===== src/hw/rtl/slrf_pkg.sv =====
`timescale 1ns / 1ps
// ----------------------------------------------------------------------------
// slrf_pkg
// Shared constants, codes and frame helpers for the segment LCD refresh framer.
// ----------------------------------------------------------------------------
package slrf_pkg;

   localparam int unsigned DISPLAY_DEPTH_DEF = 16;

   localparam int unsigned MODE_W    = 3;
   localparam int unsigned CHANNEL_W = 4;
   localparam int unsigned BYTE_W    = 8;
   localparam int unsigned FRAME_W   = 17;
   localparam int unsigned FLEN_W    = 5;

   localparam int unsigned TIMEOUT_W = 16;
   localparam int unsigned DIGITS_W  = 5;
   localparam int unsigned CSR_IDX_W = 2;
   localparam int unsigned CSR_W     = 16;

   localparam logic [DIGITS_W-1:0] DIGITS_RESET = 5'd16;

   typedef enum logic [MODE_W-1:0] {
      MODE_STORE     = 3'd0,
      MODE_BACKLIGHT = 3'd1,
      MODE_CLEAR_CNT = 3'd2,
      MODE_TICK      = 3'd3,
      MODE_INIT      = 3'd4
   } mode_type;

   typedef enum logic [CSR_IDX_W-1:0] {
      CSR_TIMEOUT     = 2'd0,
      CSR_DIGITS      = 2'd1,
      CSR_ACTIVE_HIGH = 2'd2
   } csr_idx_type;

   // Controller commands.
   localparam logic [BYTE_W-1:0] CMD_BIAS   = 8'h50;
   localparam logic [BYTE_W-1:0] CMD_RC256  = 8'h30;
   localparam logic [BYTE_W-1:0] CMD_SYSDIS = 8'h00;
   localparam logic [BYTE_W-1:0] CMD_WDTDIS = 8'h0A;
   localparam logic [BYTE_W-1:0] CMD_SYSEN  = 8'h02;
   localparam logic [BYTE_W-1:0] CMD_LCDON  = 8'h06;

   localparam logic [FLEN_W-1:0] LEN_NONE = 5'd0;
   localparam logic [FLEN_W-1:0] LEN_CMD  = 5'd12;
   localparam logic [FLEN_W-1:0] LEN_DATA = 5'd17;

   localparam logic [FRAME_W-1:0] CMD_PREFIX  = 17'h00800;
   localparam logic [FRAME_W-1:0] DATA_PREFIX = 17'h14000;

   localparam int unsigned INIT_CMDS = 6;

   function automatic logic [FRAME_W-1:0] cmd_frame(input logic [BYTE_W-1:0] cmd);
      return CMD_PREFIX | {9'd0, cmd};
   endfunction

   // Start-up command sequence, in the order it goes out.
   function automatic logic [BYTE_W-1:0] init_cmd(input logic [2:0] idx);
      logic [BYTE_W-1:0] cmd;
      case (idx)
         3'd0:    cmd = CMD_BIAS;
         3'd1:    cmd = CMD_RC256;
         3'd2:    cmd = CMD_SYSDIS;
         3'd3:    cmd = CMD_WDTDIS;
         3'd4:    cmd = CMD_SYSEN;
         3'd5:    cmd = CMD_LCDON;
         default: cmd = CMD_SYSDIS;
      endcase
      return cmd;
   endfunction

   // Data frame: address is twice the entry index, followed by the byte.
   function automatic logic [FRAME_W-1:0] data_frame(input logic [CHANNEL_W-1:0] idx,
                                                     input logic [BYTE_W-1:0] data);
      return DATA_PREFIX | {4'd0, idx, 1'b0, data};
   endfunction

endpackage


===== src/hw/rtl/slrf_if.sv =====
`timescale 1ns / 1ps
// ----------------------------------------------------------------------------
// slrf_req_if / slrf_rsp_if
// Valid/ready channels for request items and response items.
// ----------------------------------------------------------------------------
interface slrf_req_if;
   logic                              valid;
   logic                              ready;
   logic [slrf_pkg::MODE_W-1:0]       mode;
   logic [slrf_pkg::CHANNEL_W-1:0]    channel;
   logic [slrf_pkg::BYTE_W-1:0]       value;
   logic                              light_on;

   modport source (output valid, mode, channel, value, light_on, input ready);
   modport sink   (input valid, mode, channel, value, light_on, output ready);
endinterface

interface slrf_rsp_if;
   logic                              valid;
   logic                              ready;
   logic                              frame_valid;
   logic [slrf_pkg::FRAME_W-1:0]      frame_bits;
   logic [slrf_pkg::FLEN_W-1:0]       frame_length;
   logic                              backlight_drive;
   logic                              backlight_level;
   logic                              accepted;
   logic                              last;

   modport source (output valid, frame_valid, frame_bits, frame_length, backlight_drive,
                   backlight_level, accepted, last, input ready);
   modport sink   (input valid, frame_valid, frame_bits, frame_length, backlight_drive,
                   backlight_level, accepted, last, output ready);
endinterface


===== src/hw/rtl/slrf_byte_ram.sv =====
`timescale 1ns / 1ps
// ----------------------------------------------------------------------------
// slrf_byte_ram
// Byte-wide synchronous RAM, one write and one registered read port, with
// per-entry valid bits so that unwritten or cleared entries read as zero.
// ----------------------------------------------------------------------------
module slrf_byte_ram #(
   parameter int unsigned DEPTH = slrf_pkg::DISPLAY_DEPTH_DEF,
   localparam int unsigned IDX_W = (DEPTH > 1) ? $clog2(DEPTH) : 1
) (
   input  logic                          clock,
   input  logic                          reset,
   input  logic                          clear_all,
   input  logic                          wr_en,
   input  logic [IDX_W-1:0]              wr_idx,
   input  logic [slrf_pkg::BYTE_W-1:0]   wr_data,
   input  logic                          rd_en,
   input  logic [IDX_W-1:0]              rd_idx,
   output logic [slrf_pkg::BYTE_W-1:0]   rd_data
);
   import slrf_pkg::*;

   logic [BYTE_W-1:0] mem_ff [DEPTH];
   logic [DEPTH-1:0]  vld_ff;
   logic [BYTE_W-1:0] rd_data_ff;
   logic              rd_vld_ff;

   always_ff @(posedge clock) begin
      if (wr_en) begin
         mem_ff[wr_idx] <= wr_data;
      end
      if (rd_en) begin
         rd_data_ff <= mem_ff[rd_idx];
      end
   end

   always_ff @(posedge clock) begin
      if (reset) begin
         vld_ff    <= '0;
         rd_vld_ff <= 1'b0;
      end else begin
         if (clear_all) begin
            vld_ff <= '0;
         end else if (wr_en) begin
            vld_ff[wr_idx] <= 1'b1;
         end
         if (rd_en) begin
            rd_vld_ff <= vld_ff[rd_idx];
         end
      end
   end

   assign rd_data = rd_vld_ff ? rd_data_ff : '0;

endmodule


===== src/hw/rtl/segment_lcd_refresh_framer_core.sv =====
`timescale 1ns / 1ps
// ----------------------------------------------------------------------------
// segment_lcd_refresh_framer_core
// Display byte store and sent copy kept in RAM, backlight timer, and a
// sequencer that turns ticks and init items into serial frame items.
// ----------------------------------------------------------------------------
// Store, backlight and clear-count items answer from a register, in the cycle after they are accepted.
// A tick compares every entry in use (RAM read, then compare and write back of the sent
// copy); if any changed, each entry in use then gets a RAM read and four frames. Init
// emits six frames. Frame output waits while rsp is not ready. One item is in work at a time.
// Reset is synchronous and clears state.
module segment_lcd_refresh_framer_core #(
   parameter int unsigned DISPLAY_DEPTH = slrf_pkg::DISPLAY_DEPTH_DEF
) (
   input  logic                             clock,
   input  logic                             reset,
   slrf_req_if.sink                         req_bus,
   slrf_rsp_if.source                       rsp_bus,
   input  logic                             csr_wr_en,
   input  logic [slrf_pkg::CSR_IDX_W-1:0]   csr_index,
   input  logic [slrf_pkg::CSR_W-1:0]       csr_wdata
);
   import slrf_pkg::*;

   localparam int unsigned IDX_W = (DISPLAY_DEPTH > 1) ? $clog2(DISPLAY_DEPTH) : 1;
   localparam int unsigned CNT_W = $clog2(DISPLAY_DEPTH + 1);

   typedef enum logic [2:0] {
      ST_IDLE,
      ST_CMP_RD,
      ST_CMP_CHK,
      ST_TICK_NONE,
      ST_EMIT_RD,
      ST_EMIT,
      ST_INIT
   } state_type;

   state_type              state_ff;

   logic [TIMEOUT_W-1:0]   timeout_ff;
   logic [DIGITS_W-1:0]    digits_ff;
   logic                   active_high_ff;

   logic                   bl_on_ff;
   logic [TIMEOUT_W-1:0]   tick_cnt_ff;
   logic [TIMEOUT_W-1:0]   tick_cnt_in;

   logic [IDX_W-1:0]       idx_ff;
   logic [IDX_W-1:0]       last_idx_ff;
   logic                   changed_ff;
   logic [1:0]             sub_ff;
   logic [2:0]             init_cnt_ff;
   logic                   drive_ff;
   logic                   level_ff;

   logic                   rsp_valid_ff;
   logic                   frame_valid_ff;
   logic [FRAME_W-1:0]     frame_bits_ff;
   logic [FLEN_W-1:0]      frame_length_ff;
   logic                   drive_out_ff;
   logic                   level_out_ff;
   logic                   accepted_ff;
   logic                   last_ff;

   logic                   out_free;
   logic                   req_fire;
   logic [CNT_W-1:0]       used_digits;
   logic                   store_ok;
   logic                   store_wr;
   logic                   sent_wr;
   logic                   clear_store;
   logic                   rd_en;
   logic [BYTE_W-1:0]      store_rd;
   logic [BYTE_W-1:0]      sent_rd;
   logic                   cmp_diff;
   logic                   entry_last;
   logic [FRAME_W-1:0]     emit_frame;
   logic                   tick_quiet;
   logic                   req_walk;
   logic                   req_accepted;
   logic                   rsp_load;

   // Counts above the RAM depth behave as the full depth.
   assign used_digits = (digits_ff > DIGITS_W'(DISPLAY_DEPTH)) ? CNT_W'(DISPLAY_DEPTH)
                                                                : CNT_W'(digits_ff);
   assign store_ok    = DIGITS_W'(req_bus.channel) < DIGITS_W'(used_digits);

   assign out_free      = !rsp_valid_ff || rsp_bus.ready;
   assign req_bus.ready = (state_ff == ST_IDLE) && out_free;
   assign req_fire      = req_bus.valid && req_bus.ready;

   assign store_wr    = req_fire && (mode_type'(req_bus.mode) == MODE_STORE) && store_ok;
   assign clear_store = req_fire && (mode_type'(req_bus.mode) == MODE_INIT);
   assign sent_wr     = (state_ff == ST_CMP_CHK);
   assign rd_en       = (state_ff == ST_CMP_RD) || (state_ff == ST_EMIT_RD);
   assign cmp_diff    = store_rd != sent_rd;
   assign entry_last  = idx_ff == last_idx_ff;
   assign tick_cnt_in = tick_cnt_ff + 1'b1;

   // A tick with no entries in use answers at once; other ticks and init walk.
   assign tick_quiet = (mode_type'(req_bus.mode) == MODE_TICK) && (used_digits == '0);
   assign req_walk   = ((mode_type'(req_bus.mode) == MODE_TICK) && (used_digits != '0)) ||
                       (mode_type'(req_bus.mode) == MODE_INIT);

   always_comb begin
      case (mode_type'(req_bus.mode))
         MODE_STORE:                                          req_accepted = store_ok;
         MODE_BACKLIGHT, MODE_CLEAR_CNT, MODE_TICK, MODE_INIT: req_accepted = 1'b1;
         default:                                             req_accepted = 1'b0;
      endcase
   end

   always_comb begin
      case (state_ff)
         ST_IDLE:                       rsp_load = req_fire && !req_walk;
         ST_TICK_NONE, ST_EMIT, ST_INIT: rsp_load = out_free;
         default:                       rsp_load = 1'b0;
      endcase
   end

   always_comb begin
      case (sub_ff)
         2'd0:    emit_frame = cmd_frame(CMD_BIAS);
         2'd1:    emit_frame = cmd_frame(CMD_SYSEN);
         2'd2:    emit_frame = cmd_frame(CMD_LCDON);
         default: emit_frame = data_frame(CHANNEL_W'(idx_ff), store_rd);
      endcase
   end

   slrf_byte_ram #(.DEPTH(DISPLAY_DEPTH)) u_store (
      .clock     (clock),
      .reset     (reset),
      .clear_all (clear_store),
      .wr_en     (store_wr),
      .wr_idx    (req_bus.channel[IDX_W-1:0]),
      .wr_data   (req_bus.value),
      .rd_en     (rd_en),
      .rd_idx    (idx_ff),
      .rd_data   (store_rd)
   );

   // The sent copy is only written back during the compare pass, in the check state
   // after that entry's read, so a read never meets a pending write to the same entry.
   slrf_byte_ram #(.DEPTH(DISPLAY_DEPTH)) u_sent (
      .clock     (clock),
      .reset     (reset),
      .clear_all (1'b0),
      .wr_en     (sent_wr),
      .wr_idx    (idx_ff),
      .wr_data   (store_rd),
      .rd_en     (state_ff == ST_CMP_RD),
      .rd_idx    (idx_ff),
      .rd_data   (sent_rd)
   );

   // Configuration registers.
   always_ff @(posedge clock) begin
      if (reset) begin
         timeout_ff     <= '0;
         digits_ff      <= DIGITS_RESET;
         active_high_ff <= 1'b1;
      end else if (csr_wr_en) begin
         case (csr_idx_type'(csr_index))
            CSR_TIMEOUT:     timeout_ff     <= csr_wdata[TIMEOUT_W-1:0];
            CSR_DIGITS:      digits_ff      <= csr_wdata[DIGITS_W-1:0];
            CSR_ACTIVE_HIGH: active_high_ff <= csr_wdata[0];
            default:         ;
         endcase
      end
   end

   always_ff @(posedge clock) begin
      if (reset) begin
         state_ff        <= ST_IDLE;
         bl_on_ff        <= 1'b0;
         tick_cnt_ff     <= '0;
         rsp_valid_ff    <= 1'b0;
         idx_ff          <= '0;
         last_idx_ff     <= '0;
         changed_ff      <= 1'b0;
         sub_ff          <= '0;
         init_cnt_ff     <= '0;
         drive_ff        <= 1'b0;
         level_ff        <= 1'b0;
         frame_valid_ff  <= 1'b0;
         frame_bits_ff   <= '0;
         frame_length_ff <= LEN_NONE;
         drive_out_ff    <= 1'b0;
         level_out_ff    <= 1'b0;
         accepted_ff     <= 1'b0;
         last_ff         <= 1'b0;
      end else begin
         if (rsp_load) begin
            rsp_valid_ff <= 1'b1;
         end else if (rsp_bus.ready) begin
            rsp_valid_ff <= 1'b0;
         end

         case (state_ff)
            ST_IDLE: begin
               if (req_fire) begin
                  // One item with no frame; a tick walk or init replaces it later.
                  frame_valid_ff  <= 1'b0;
                  frame_bits_ff   <= '0;
                  frame_length_ff <= LEN_NONE;
                  drive_out_ff    <= tick_quiet && !bl_on_ff;
                  level_out_ff    <= tick_quiet && !bl_on_ff && !active_high_ff;
                  accepted_ff     <= req_accepted;
                  last_ff         <= 1'b1;
                  case (mode_type'(req_bus.mode))
                     MODE_BACKLIGHT: begin
                        bl_on_ff <= req_bus.light_on;
                     end
                     MODE_CLEAR_CNT: begin
                        tick_cnt_ff <= '0;
                     end
                     MODE_TICK: begin
                        drive_ff <= !bl_on_ff;
                        level_ff <= !bl_on_ff && !active_high_ff;
                        if (bl_on_ff) begin
                           if (tick_cnt_in > timeout_ff) begin
                              tick_cnt_ff <= '0;
                              bl_on_ff    <= 1'b0;
                           end else begin
                              tick_cnt_ff <= tick_cnt_in;
                           end
                        end
                        if (used_digits != '0) begin
                           idx_ff       <= '0;
                           last_idx_ff  <= IDX_W'(used_digits - 1'b1);
                           changed_ff   <= 1'b0;
                           state_ff     <= ST_CMP_RD;
                        end
                     end
                     MODE_INIT: begin
                        bl_on_ff     <= 1'b0;
                        init_cnt_ff  <= '0;
                        state_ff     <= ST_INIT;
                     end
                     default: ;
                  endcase
               end
            end

            ST_CMP_RD: begin
               state_ff <= ST_CMP_CHK;
            end

            ST_CMP_CHK: begin
               if (entry_last) begin
                  idx_ff   <= '0;
                  state_ff <= (changed_ff || cmp_diff) ? ST_EMIT_RD : ST_TICK_NONE;
               end else begin
                  changed_ff <= changed_ff || cmp_diff;
                  idx_ff     <= idx_ff + 1'b1;
                  state_ff   <= ST_CMP_RD;
               end
            end

            ST_TICK_NONE: begin
               if (out_free) begin
                  frame_valid_ff  <= 1'b0;
                  frame_bits_ff   <= '0;
                  frame_length_ff <= LEN_NONE;
                  drive_out_ff    <= drive_ff;
                  level_out_ff    <= level_ff;
                  accepted_ff     <= 1'b1;
                  last_ff         <= 1'b1;
                  state_ff        <= ST_IDLE;
               end
            end

            ST_EMIT_RD: begin
               sub_ff   <= '0;
               state_ff <= ST_EMIT;
            end

            ST_EMIT: begin
               if (out_free) begin
                  frame_valid_ff  <= 1'b1;
                  frame_bits_ff   <= emit_frame;
                  frame_length_ff <= (sub_ff == 2'd3) ? LEN_DATA : LEN_CMD;
                  drive_out_ff    <= drive_ff;
                  level_out_ff    <= level_ff;
                  accepted_ff     <= 1'b1;
                  last_ff         <= (sub_ff == 2'd3) && entry_last;
                  sub_ff          <= sub_ff + 1'b1;
                  if (sub_ff == 2'd3) begin
                     if (entry_last) begin
                        state_ff <= ST_IDLE;
                     end else begin
                        idx_ff   <= idx_ff + 1'b1;
                        state_ff <= ST_EMIT_RD;
                     end
                  end
               end
            end

            ST_INIT: begin
               if (out_free) begin
                  frame_valid_ff  <= 1'b1;
                  frame_bits_ff   <= cmd_frame(init_cmd(init_cnt_ff));
                  frame_length_ff <= LEN_CMD;
                  drive_out_ff    <= 1'b0;
                  level_out_ff    <= 1'b0;
                  accepted_ff     <= 1'b1;
                  last_ff         <= init_cnt_ff == 3'(INIT_CMDS - 1);
                  init_cnt_ff     <= init_cnt_ff + 1'b1;
                  if (init_cnt_ff == 3'(INIT_CMDS - 1)) begin
                     state_ff <= ST_IDLE;
                  end
               end
            end

            default: begin
               state_ff <= ST_IDLE;
            end
         endcase
      end
   end

   assign rsp_bus.valid           = rsp_valid_ff;
   assign rsp_bus.frame_valid     = frame_valid_ff;
   assign rsp_bus.frame_bits      = frame_bits_ff;
   assign rsp_bus.frame_length    = frame_length_ff;
   assign rsp_bus.backlight_drive = drive_out_ff;
   assign rsp_bus.backlight_level = level_out_ff;
   assign rsp_bus.accepted        = accepted_ff;
   assign rsp_bus.last            = last_ff;

endmodule


===== src/flat_wrapper.sv =====
// flat-port wrapper written by rule: the top's interface ports become plain ports
module segment_lcd_refresh_framer_core_flat import slrf_pkg::*;
#(
   parameter int unsigned DISPLAY_DEPTH = slrf_pkg::DISPLAY_DEPTH_DEF
)
  (clock, reset, csr_wr_en, csr_index, csr_wdata, req_bus_valid, req_bus_mode, req_bus_channel, req_bus_value, req_bus_light_on, req_bus_ready, rsp_bus_valid, rsp_bus_frame_valid, rsp_bus_frame_bits, rsp_bus_frame_length, rsp_bus_backlight_drive, rsp_bus_backlight_level, rsp_bus_accepted, rsp_bus_last, rsp_bus_ready);
  slrf_req_if req_bus_i ();
  slrf_rsp_if rsp_bus_i ();
  input  logic clock;
  input  logic reset;
  input  logic csr_wr_en;
  input  logic [slrf_pkg::CSR_IDX_W-1:0] csr_index;
  input  logic [slrf_pkg::CSR_W-1:0] csr_wdata;
  input wire logic [$bits(req_bus_i.valid)-1:0] req_bus_valid;
  input wire logic [$bits(req_bus_i.mode)-1:0] req_bus_mode;
  input wire logic [$bits(req_bus_i.channel)-1:0] req_bus_channel;
  input wire logic [$bits(req_bus_i.value)-1:0] req_bus_value;
  input wire logic [$bits(req_bus_i.light_on)-1:0] req_bus_light_on;
  output wire logic [$bits(req_bus_i.ready)-1:0] req_bus_ready;
  output wire logic [$bits(rsp_bus_i.valid)-1:0] rsp_bus_valid;
  output wire logic [$bits(rsp_bus_i.frame_valid)-1:0] rsp_bus_frame_valid;
  output wire logic [$bits(rsp_bus_i.frame_bits)-1:0] rsp_bus_frame_bits;
  output wire logic [$bits(rsp_bus_i.frame_length)-1:0] rsp_bus_frame_length;
  output wire logic [$bits(rsp_bus_i.backlight_drive)-1:0] rsp_bus_backlight_drive;
  output wire logic [$bits(rsp_bus_i.backlight_level)-1:0] rsp_bus_backlight_level;
  output wire logic [$bits(rsp_bus_i.accepted)-1:0] rsp_bus_accepted;
  output wire logic [$bits(rsp_bus_i.last)-1:0] rsp_bus_last;
  input wire logic [$bits(rsp_bus_i.ready)-1:0] rsp_bus_ready;
  assign req_bus_i.valid = req_bus_valid;
  assign req_bus_i.mode = req_bus_mode;
  assign req_bus_i.channel = req_bus_channel;
  assign req_bus_i.value = req_bus_value;
  assign req_bus_i.light_on = req_bus_light_on;
  assign req_bus_ready = req_bus_i.ready;
  assign rsp_bus_valid = rsp_bus_i.valid;
  assign rsp_bus_frame_valid = rsp_bus_i.frame_valid;
  assign rsp_bus_frame_bits = rsp_bus_i.frame_bits;
  assign rsp_bus_frame_length = rsp_bus_i.frame_length;
  assign rsp_bus_backlight_drive = rsp_bus_i.backlight_drive;
  assign rsp_bus_backlight_level = rsp_bus_i.backlight_level;
  assign rsp_bus_accepted = rsp_bus_i.accepted;
  assign rsp_bus_last = rsp_bus_i.last;
  assign rsp_bus_i.ready = rsp_bus_ready;
  segment_lcd_refresh_framer_core #(.DISPLAY_DEPTH(DISPLAY_DEPTH)) u_core (.clock(clock), .reset(reset), .req_bus(req_bus_i), .rsp_bus(rsp_bus_i), .csr_wr_en(csr_wr_en), .csr_index(csr_index), .csr_wdata(csr_wdata));
endmodule

===== config.mk =====
export PLATFORM = sky130hd
export DESIGN_NAME = segment_lcd_refresh_framer_core_flat
export DESIGN_NICKNAME = d
export VERILOG_FILES = /design/src/hw/rtl/slrf_pkg.sv /design/src/hw/rtl/slrf_if.sv /design/src/hw/rtl/slrf_byte_ram.sv /design/src/hw/rtl/segment_lcd_refresh_framer_core.sv /design/src/flat_wrapper.sv
export SDC_FILE = /design/constraint.sdc
export NUM_CORES = 1
export LEC_CHECK = 0
export BUFFER_PORTS_ARGS = -buffer_cell sky130_fd_sc_hd__buf_2
export CORE_UTILIZATION = 50
export CTS_CLUSTER_SIZE = 40
export DETAILED_ROUTE_END_ITERATION = 8
export GPL_ROUTABILITY_DRIVEN = 0
export PLACE_DENSITY = 0.69
export SLEW_MARGIN = 25
export SYNTH_ARGS = -nofsm -noshare
export SYNTH_HDL_FRONTEND = slang
export SYNTH_HIERARCHICAL = 1
export SYNTH_SLANG_ARGS = --single-unit
export TNS_END_PERCENT = 1

===== constraint.sdc =====
create_clock -name clock -period 6.7 [get_ports clock]
set_input_delay 1.005 -clock clock [delete_from_list [all_inputs] [get_ports clock]]
set_output_delay 1.005 -clock clock [all_outputs]
set_load 0.02 [all_outputs]

== Word-level counts from Yosys, hierarchy flattened ==
Memory sizes are Yosys's and may differ from the RTL's. A register that Yosys moved wholly into a read port is not among the register bits.
Index checks and enable logic that the tools add are counted.

* Add/sub/neg operators: 5
* Magnitude comparators: 7
* Eq/ne operators: 38
* Multiplexer cells: 85
* Bitwise operators: 2
* Reduce and logical (&&, ||, !) cells: 61

{| class="wikitable"
|+ Operator list
! operator !! number
|-
| 17-bit two-way mux || 4
|-
| 17-bit case mux with 4 select lines || 1
|-
| 17-bit case mux with 3 select lines || 1
|-
| 3-bit two-way mux || 13
|-
| 7-bit case mux with 5 select lines || 1
|-
| 16-bit two-way mux || 2
|-
| 16-bit OR || 2
|-
| 16-bit case mux with 2 select lines || 1
|-
| 5-bit two-way mux || 6
|-
| 4-bit two-way mux || 7
|-
| 1-bit two-way mux || 27
|-
| 3-bit case mux with 7 select lines || 1
|-
| 2-bit by 1-bit != test with 1-bit output (second input constant) || 10
|-
| 5-bit case mux with 4 select lines || 1
|-
| 4-bit AND reduction || 5
|-
| 3-bit == test (second input constant) || 6
|-
| 16-bit by 1-bit adder with 16-bit output (second input constant) || 1
|-
| 16-bit greater-than comparator || 1
|-
| 8-bit two-way mux || 2
|-
| 3-bit by 2-bit == test with 1-bit output (second input constant) || 5
|-
| 1-bit logical AND || 14
|-
| 1-bit case mux with 3 select lines || 4
|-
| 3-bit case mux with 2 select lines || 2
|-
| 4-bit case mux with 3 select lines || 1
|-
| other kinds (38) || 80
|}

* Register bits after elaboration: 120
* Memory bits (writable): 256
* Input bits: 39
* Output and inout bits: 29
* Word-level logic and storage cells: 225
* Memories: 2

{| class="wikitable"
|+ Memories
! name !! depth !! width !! read ports !! clocked after Yosys merged registers in !! write ports !! line !! source
|-
| u_core.u_sent.mem_ff || 16 || 8 || 1 || 1 || 1 || slrf_byte_ram.sv:23 || <nowiki>logic [BYTE_W-1:0] mem_ff [DEPTH];</nowiki>
|-
| u_core.u_store.mem_ff || 16 || 8 || 1 || 1 || 1 || slrf_byte_ram.sv:23 ||
|}

== Logic depth before layout (Yosys ltp) ==
Gate-level depths: netlist of the first run.

* Depth after elaboration: 9
* Mapped depth: 14
* Gate-level depth less buffers: 12

== Cells and area by module ==
The synthesis of the first run kept the hierarchy.

{| class="wikitable"
|+ Modules (own cells, without submodules)
! module !! times used !! cells an instance !! area an instance (um^2) !! sequential area each (um^2)
|-
| slrf_byte_ram || 2 || 270 || 5948.2 || 4424.2
|-
| segment_lcd_refresh_framer_core || 1 || 570 || 4570.6 || 1561.5
|}

== Worst setup path after synthesis of the first run ==
No wires, ideal clock.

* Path kind: input -> register
* Start point: input req_bus_channel[1]
* End point: memory u_core.u_store.mem_ff[0][0], enable pin
* Library setup time: 0.386 ns
* Arrival: 3.077 ns
* Data required time: 6.314 ns
* Path slack: 3.237 ns
* Stages on the path: 8
* Buffers on the path: 0
* Path through: ha_1 > o21a_1 > o21a_1 > o21ai_0 > a22oi_1 > nor2_1 > or3b_2 > nor3_1

* Word-level cells in the longest chain between the ends: 4

{| class="wikitable"
|+ RTL lines
! item !! line !! source
|-
| from (decl) || flat_wrapper.sv:16 || <nowiki>input wire logic [$bits(req_bus_i.channel)-1:0] req_bus_channel;</nowiki>
|-
| 4-bit by 5-bit less-than comparator with 1-bit output || segment_lcd_refresh_framer_core.sv:86 || <nowiki>assign store_ok = DIGITS_W'(req_bus.channel) < DIGITS_W'(used_digits);</nowiki>
|-
| 1-bit logical AND || segment_lcd_refresh_framer_core.sv:92 || <nowiki>assign store_wr = req_fire && (mode_type'(req_bus.mode) == MODE_STORE) && store_ok;</nowiki>
|-
| net u_core.store_wr || segment_lcd_refresh_framer_core.sv:69 || <nowiki>logic store_wr;</nowiki>
|-
| 1-bit two-way mux || slrf_byte_ram.sv:29 || <nowiki>if (wr_en) begin</nowiki>
|-
| 1-bit two-way mux (implied by the code) || slrf_byte_ram.sv:30 || <nowiki>mem_ff[wr_idx] <= wr_data;</nowiki>
|-
| to (decl) || slrf_byte_ram.sv:23 ||
|}

The timed path passes the listed nets, and every way through them passes these cells.

== Worst setup path after layout of the first run ==
* Start point: register u_core.tick_cnt_ff[0]
* End point: register u_core.tick_cnt_ff[13]

* Word-level cells in the longest chain between the ends: 5

{| class="wikitable"
|+ RTL lines
! item !! line !! source
|-
| from (decl) || segment_lcd_refresh_framer_core.sv:45 || <nowiki>logic [TIMEOUT_W-1:0] tick_cnt_ff;</nowiki>
|-
| from (signal assigned) || segment_lcd_refresh_framer_core.sv:225 || <nowiki>tick_cnt_ff <= tick_cnt_in;</nowiki>
|-
| 16-bit by 1-bit adder with 16-bit output * || segment_lcd_refresh_framer_core.sv:98 || <nowiki>assign tick_cnt_in = tick_cnt_ff + 1'b1;</nowiki>
|-
| 16-bit greater-than comparator || segment_lcd_refresh_framer_core.sv:221 || <nowiki>if (tick_cnt_in > timeout_ff) begin</nowiki>
|-
| 16-bit two-way mux * || segment_lcd_refresh_framer_core.sv:221 ||
|-
| 16-bit two-way mux * || segment_lcd_refresh_framer_core.sv:220 || <nowiki>if (bl_on_ff) begin</nowiki>
|-
| 16-bit case mux with 2 select lines * || segment_lcd_refresh_framer_core.sv:210 || <nowiki>case (mode_type'(req_bus.mode))</nowiki>
|}

Mark *: on every way between the ends. The rest lies on a longest branch, timed or not. The select of a mux whose other input is x is not followed.
A chain may end at the register's enable or synchronous reset.

==> impl_metrics.tcl, run 1 <==
set metrics [dict create \
    clock_network_fraction_of_design_power 0.401 \
    synth.distinct_cells 70 \
    setup.worst_path.start_class "flip-flop" \
    clk_pin_slew_worst_paths_ns 0.06 \
    detail_route.wirelength.met1_um 15300 \
    vias_per_cell 5.79 \
    boundary_pin_count 68 \
    final.fill_count 2562 \
    post_route_antenna_net_violation_count 0 \
    grt.total_usage 0.210 \
    rr_worst_depth 12 \
    dr_wl_met3_um 1600 \
    setup_violations 0 \
    drive_above_1_share 0.164 \
    multi_input_gate_area_in_the_final_layout_sq_um 5670 \
    design.die.area_sq_um 33700 \
    switching_power_uw 1310 \
    skew_ns 0.0171 \
    outcome "complete, no violations" \
    die-height_um 183 \
    post_synth_and_or_nand_nor_area_fraction 0.0908 \
    maxUsedRoutingLayer "met4" \
    drt-initial-drc-count 599 \
    cts_htree_levels 2 \
    seq_power_share 0.498 \
    routed_wl_met2_um 17000 \
    min_period_ns 3.66 \
    design.final.nets 1248 \
    synth_warnings 6 \
    largest_net_degree_at_the_start_of_global_routing 50 \
    grt_pass1_wl_um 53400 \
    worst_skew_pair.late_latency_ns 0.54 \
    wirelength_um 34500 \
    layout.area.seq_sq_um 10400 \
    synth_top_family_by_area "multiplexers" \
    synth_enable_flop_cells 272 \
    synthArstFlopShare 0 \
    normalized_max_slew_margin 0.294 \
    timing_worst_setup_path_type "flip-flop to flip-flop" \
    post_synth_fa_ha_maj_area_fraction 0.0220 \
    report.final.slew_viol_count 0 \
    final_cell_count_no_fill 1653 \
    tritoncts "built" \
    combPwrFrac 0.101 \
    clock.fmax_ghz 0.273 \
    post-layout-total-power_uw 5410 \
    netlist_top_cells_count "edfxtp_1 (272), dfxtp_1 (112), nor2_1 (103)" \
    area.growth.synth_to_final_pct 12.4 \
    synth.area.mux_share 0.139 \
    final.period_utilization 0.547 \
    hold_path_depth 2 \
    seq_area_frac_synth 0.632 \
    antenna_cells 0 \
    cp_data_arrival_time_ns 4.14 \
    ys_top_cells_by_area "edfxtp_1 (50%), dfxtp_1 (14%), mux4_1 (8.9%), mux4_2 (3.8%), nor2_1 (2.3%)" \
    count_of_hold_fix_buffers_inserted_at_cts 0 \
    number_of_maximum_capacitance_constraint_violations 0 \
    cts_buffer_depth 3 \
    reg2reg_setup_slack_ns 3.04 \
    critical_path.max_fanout 17 \
    worst_hold_startpoint "u_core/timeout_ff[2]$_SDFFE_PP0P_" \
    yosysMostFrequentCell "edfxtp_1" \
    unrepaired_setup_endpoints_after_global_routing "no" \
    start_util 0.507 \
    cts_resized 0 \
    max_stage_delay_ns 0.60 \
    drt_first_pass_iters 5 \
    most_used_flip_flop_cell_after_synthesis "edfxtp_1" \
    final_core_util 0.570 \
    number_of_vias_after_detailed_routing 9578 \
    first_global_vias 9256 \
    leakagePower_uw 0.00647 \
    worst_hold_path.endpoint "u_core/timeout_ff[2]$_SDFFE_PP0P_" \
    timing.rr.end "u_core/tick_cnt_ff[13]$_SDFFE_PP0P_" \
    cellPowerDensity_nw_per_um2 292 \
    hold_path_class "flip-flop to flip-flop" \
    crit_end_category "flip-flop" \
    synth-seq-cells 384 \
    hpwl_um 22000 \
    post_synth.cell_area_avg_sq_um 14.8 \
    post-route-drc-count 0 \
    design.core.area_sq_um 32500 \
    std_cell_rows 66 \
    syn-instance-count 1110 \
    worstReg2RegStart "u_core/tick_cnt_ff[0]$_SDFFE_PP0P_" \
    synth_xor_xnor_area_share 0.0154 \
    grt_antenna_before_repair 0 \
    worst_hold_slack_ns 0.455 \
    grt.overflow.total 0 \
    hold_violations 0 \
    postCtsSetupRepairBufs 0 \
    routedWlPerCell_um 20.8 \
    path_cells "ha_1 > and3_1 > and3_1 > nand3_1 > xnor2_1 > ha_1 > o21ai_0 > o211ai_2 > a2111o_1 > o31ai_4 > a21oi_1 > a31oi_1" \
    yosys.area.top_type_share 0.496 \
    post-place-cells 1580 \
    intPower_uw 4090 \
    finalSetupTns_ns 0 \
    net_switching_fraction_of_the_power 0.243 \
    yosysTopAreaCell "edfxtp_1" \
    cts-buffers-inserted 40 \
    synth_compound_area_frac 0.0739 \
    power.ir.vdd_worst_v 0.000239 \
    synth_area_sq_um 16500 \
    clock-sinks 384 \
    crit_path_top_delay_cell "o31ai_4" \
    worst-slew-pin-transition_ns 1.06 \
    ctsRootBufferMaster "clkbuf_16" \
    timing.critical_path.required_ns 7.17 \
    die_w_um 183 \
    numPortBuffers 63 \
]
[worst max-delay path by stage]
stage | slack [ns] | startpoint | cells after the start | endpoint
floorplan | 3.24 | req_bus_channel[1] | 8 | u_core/u_store/mem_ff[0][0]$_DFFE_PP_
global placement | 2.99 | req_bus_channel[1] | 9 | u_core/u_store/mem_ff[12][3]$_DFFE_PP_
detailed placement | 2.88 | req_bus_channel[1] | 9 | u_core/u_store/mem_ff[4][2]$_DFFE_PP_
CTS | 3.03 | u_core/tick_cnt_ff[0]$_SDFFE_PP0P_ | 12 | u_core/tick_cnt_ff[13]$_SDFFE_PP0P_
global route | 2.74 | u_core/tick_cnt_ff[0]$_SDFFE_PP0P_ | 12 | u_core/tick_cnt_ff[13]$_SDFFE_PP0P_
finish | 3.04 | u_core/tick_cnt_ff[0]$_SDFFE_PP0P_ | 12 | u_core/tick_cnt_ff[13]$_SDFFE_PP0P_
[power groups by stage]
stage	combinational [uW]	sequential, uW	clock, uW
2_1_floorplan	386	2740	0
3_3_place_gp	534	2740	0
3_5_place_dp	541	2740	0
4_1_cts	543	2690	2210
5_1_grt	598	2700	2300
6_report	545	2690	2170
[layout by cell type (no fill, tap or decap), types with 11 or more instances in the layout]
master       n
mux2i_1     17
dfxtp_1    109
o21a_1      35
inv_1       26
a21oi_1     57
mux4_2      28
edfxtp_1   272
mux4_1      56
buf_2       63
nor2_1      95
nor3_1      25
nand3b_1    13
buf_4       19
nand2b_1    17
o21ai_0     13
nand2_1     66
a22o_1      11
and2_1      18
xnor2_1     15
nand3_1     19
clkbuf_16   40
ha_1        29
xor2_1      14
[cell type report]
class | count | area share
clock inverters | 21 | 0.0112
multi-input cells | 646 | 0.307
inverters | 26 | 0.00527
flip-flops and latches | 384 | 0.563
well taps | 442 | 0.0299
repair buffers | 82 | 0.0247
clock buffers | 52 | 0.0592
[logic make-up after synthesis]
family	after synthesis
AOI/OAI and AO/OA	176
xor gates and xnor gates	29
adders and majority gates	29
buffers and inverters	84
DFF	384
muxes	102
other	1
and+or+nand+nor	305
[sequential cells by signal, indices dropped and copies added (netlist names), 2 cells and up]
name and flops:
u_core/u_sent/mem_ff 128, u_core/u_store/mem_ff 128, u_core/u_sent/vld_ff 16, u_core/tick_cnt_ff 16
u_core/digits_ff 5, u_core/u_store/vld_ff 16, u_core/timeout_ff 16, u_core/rsp_bus.frame_bits 13
u_core/u_sent/rd_data_ff 8, u_core/u_store/rd_data_ff 8, u_core/sub_ff 2, u_core/idx_ff 4
u_core/init_cnt_ff 3, u_core/last_idx_ff 4, u_core/state_ff 3
[stage by stage]
stage / setup WS (ns) / area, sq um
final: 3.04 / 18500
after global routing: 2.74 / 18500
after CTS: 3.03 / 18500
after detailed placement: 2.88 / 17200
after global placement: 2.99 / 17200
after floorplan: 3.24 / 16500
[per-layer routing]
metal,GRT usage,vias up
met5,0,-
li1,-,4456
met4,0.0523,0
met3,0.0325,44
met2,0.349,252
met1,0.289,4826
[worst max-delay path: cells and delay by family, from the launching register on]
kind | cells | cell delay, ns
flops | 1 | 0.40
compound gates | 6 | 1.72
simple gates | 3 | 0.68
fa+ha+maj | 2 | 0.56
xor+xnor | 1 | 0.24
Power figures use the tool's default switching activity.
==> run 2, diff against run 1 <==
--- a/config.mk
+++ b/config.mk
@@ -10,7 +10,7 @@
 export CTS_CLUSTER_SIZE = 40
 export DETAILED_ROUTE_END_ITERATION = 8
 export GPL_ROUTABILITY_DRIVEN = 0
-export PLACE_DENSITY = 0.69
+export PLACE_DENSITY = 0.71
 export SLEW_MARGIN = 25
 export SYNTH_ARGS = -nofsm -noshare
 export SYNTH_HDL_FRONTEND = slang
==> constraint.sdc (replaced) <==
create_clock -name clock -period 3.32 [get_ports clock]
set_input_delay 0.498 -clock clock [delete_from_list [all_inputs] [get_ports clock]]
set_output_delay 0.498 -clock clock [all_outputs]
set_load 0.02 [all_outputs]
==> impl_metrics.tcl, run 2 (synthesized netlist as in run 1, its figures left out) <==
set metrics [dict create \
    outcome "complete, no violations" \
    worst-slew-pin-transition_ns 0.850 \
    leakagePower_uw 0.00675 \
    die-height_um 183 \
    min_period_ns 3.13 \
    cts_buffer_depth 3 \
    clock.fmax_ghz 0.319 \
    hold_violations 0 \
    intPower_uw 8540 \
    number_of_vias_after_detailed_routing 9892 \
    clk_pin_slew_worst_paths_ns 0.06 \
    layout_top_registers "u_core/u_sent/mem_ff (128), u_core/u_store/mem_ff (128)" \
    post-route-drc-count 0 \
    grt_antenna_before_repair 0 \
    worst_skew_pair.late_latency_ns 0.53 \
    report.final.slew_viol_count 0 \
    hold_path_class "input pin to flip-flop" \
    crit_end_category "flip-flop" \
    number_of_maximum_capacitance_constraint_violations 0 \
    design.core.area_sq_um 32500 \
    critical_path.max_fanout 4 \
    switching_power_uw 2660 \
    antenna_cells 0 \
    most_common_cell_after_layout_fill_and_taps_aside "edfxtp_1" \
    seq_power_share 0.484 \
    start_util 0.507 \
    postCtsSetupRepairBufs 0 \
    final.period_utilization 0.944 \
    design_area_sq_um 18900 \
    post_route_antenna_net_violation_count 0 \
    power.ir.vdd_worst_v 0.000488 \
    std_cell_rows 66 \
    combPwrFrac 0.106 \
    wirelength_um 34200 \
    grt_pass1_wl_um 53200 \
    grt.total_usage 0.207 \
    timing_worst_setup_path_type "flip-flop to flip-flop" \
    timing.critical_path.required_ns 3.80 \
    boundary_pin_count 68 \
    design.die.area_sq_um 33700 \
    drt_first_pass_iters 5 \
    finalSetupTns_ns 0 \
    cp_data_arrival_time_ns 3.61 \
    largest_net_degree_at_the_start_of_global_routing 80 \
    cts-buffers-inserted 39 \
    skew_ns 0.00987 \
    cellPowerDensity_nw_per_um2 591 \
    vias_per_cell 5.84 \
    numPortBuffers 63 \
    drive_above_1_share 0.197 \
    tritoncts "built" \
    drt-initial-drc-count 832 \
    net_switching_fraction_of_the_power 0.237 \
    grt.overflow.total 0 \
    most_frequent_cells_in_the_layout "edfxtp_1 (272), dfxtp_1 (107), nor2_1 (102), nand2_1 (66), buf_2 (63)" \
    placement.cell_area_sq_um 17500 \
    routedWlPerCell_um 20.2 \
    clock_network_fraction_of_design_power 0.411 \
    ctsRootBufferMaster "clkbuf_16" \
    setup_violations 0 \
    first_global_vias 9557 \
    clock-sinks 384 \
    design.final.nets 1289 \
    count_of_hold_fix_buffers_inserted_at_cts 0 \
    unrepaired_setup_endpoints_after_global_routing "no" \
    area.growth.synth_to_final_pct 15.1 \
    die_w_um 183 \
    hpwl_um 22300 \
    cts_htree_levels 2 \
    normalized_max_slew_margin 0.431 \
    setup.worst_path.start_class "flip-flop" \
]
run 2: cell count changes in the layout (fill, tap and decap cells not counted), moves of 4 or more:
cell and delta:
buf_4 +39, nor2_2 -7, clkbuf_8 +5, clkinv_1 -6, and3_1 -4, nor2_1 +7
run 2: path summary, 6_finish.rpt:
kind | startpoint | end | slack (ns) | cells after the start
worst min register to register | u_core/rsp_bus.frame_bits[9]$_SDFFE_PP0P_ | u_core/rsp_bus.frame_bits[9]$_SDFFE_PP0P_ | 0.45 | 2
worst max register to register | u_core/tick_cnt_ff[1]$_SDFFE_PP0P_ | u_core/tick_cnt_ff[15]$_SDFFE_PP0P_ | 0.19 | 12
worst min-delay path | csr_wdata[15] | u_core/timeout_ff[15]$_SDFFE_PP0P_ | 0.20 | 3
worst max-delay path | u_core/tick_cnt_ff[1]$_SDFFE_PP0P_ | u_core/tick_cnt_ff[15]$_SDFFE_PP0P_ | 0.19 | 12
run 2: power by group through the flow:
stage	clock network (uW)	logic, uW	registers (uW)
after CTS	4690	1170	5410
after detailed placement	0	1160	5510
after floorplan	0	780	5520
after global routing	4870	1290	5430
final	4600	1180	5410
after global placement	0	1150	5510
run 2: critical path, stage by stage, from the launching register on:
cell and delay [ns]:
dfxtp_1 0.36, and3_4 0.21, and3_2 0.23, and3_2 0.24, nand3_1 0.14, xnor2_2 0.17
ha_1 0.29, nand4_1 0.19, nor2_1 0.07, or3_1 0.41, o31a_1 0.36, nor4_1 0.25
a22o_1 0.16
run 2: per-stage QoR:
step                setup WS (ns)  hold slack, ns  std cells  total power, uW  utilization
finish                      0.186           0.200       1694            11200        0.584
global route              0.00514           0.193       1694            11600        0.584
CTS                        0.0674           0.184       1694            11300        0.582
detailed placement        0.00605           0.443       1622             6680        0.540
global placement            0.109           0.440       1622             6660        0.540
floorplan                   0.140           0.435       1114             6300            -
run 2: what timing repair did:
item,CTS,global route
pin swaps,0,1
resized for setup,1,12
setup endpoints to repair,1,17
cloned,0,0
run 2: final cells by class:
type / count / area [sq um]
clock inverter: 14 / 233
inverter: 26 / 97.6
multi-input combinational: 646 / 5690
clock buffer: 58 / 1150
tap: 442 / 553
timing repair buffer: 124 / 811
fill: 2491 / 13500
sequential: 384 / 10400
run 2: per-layer routing:
metal  wire [um]  track usage
met2       16500        0.338
met5          19            0
met1       14900        0.287
met4         933       0.0643
met3        1850       0.0315
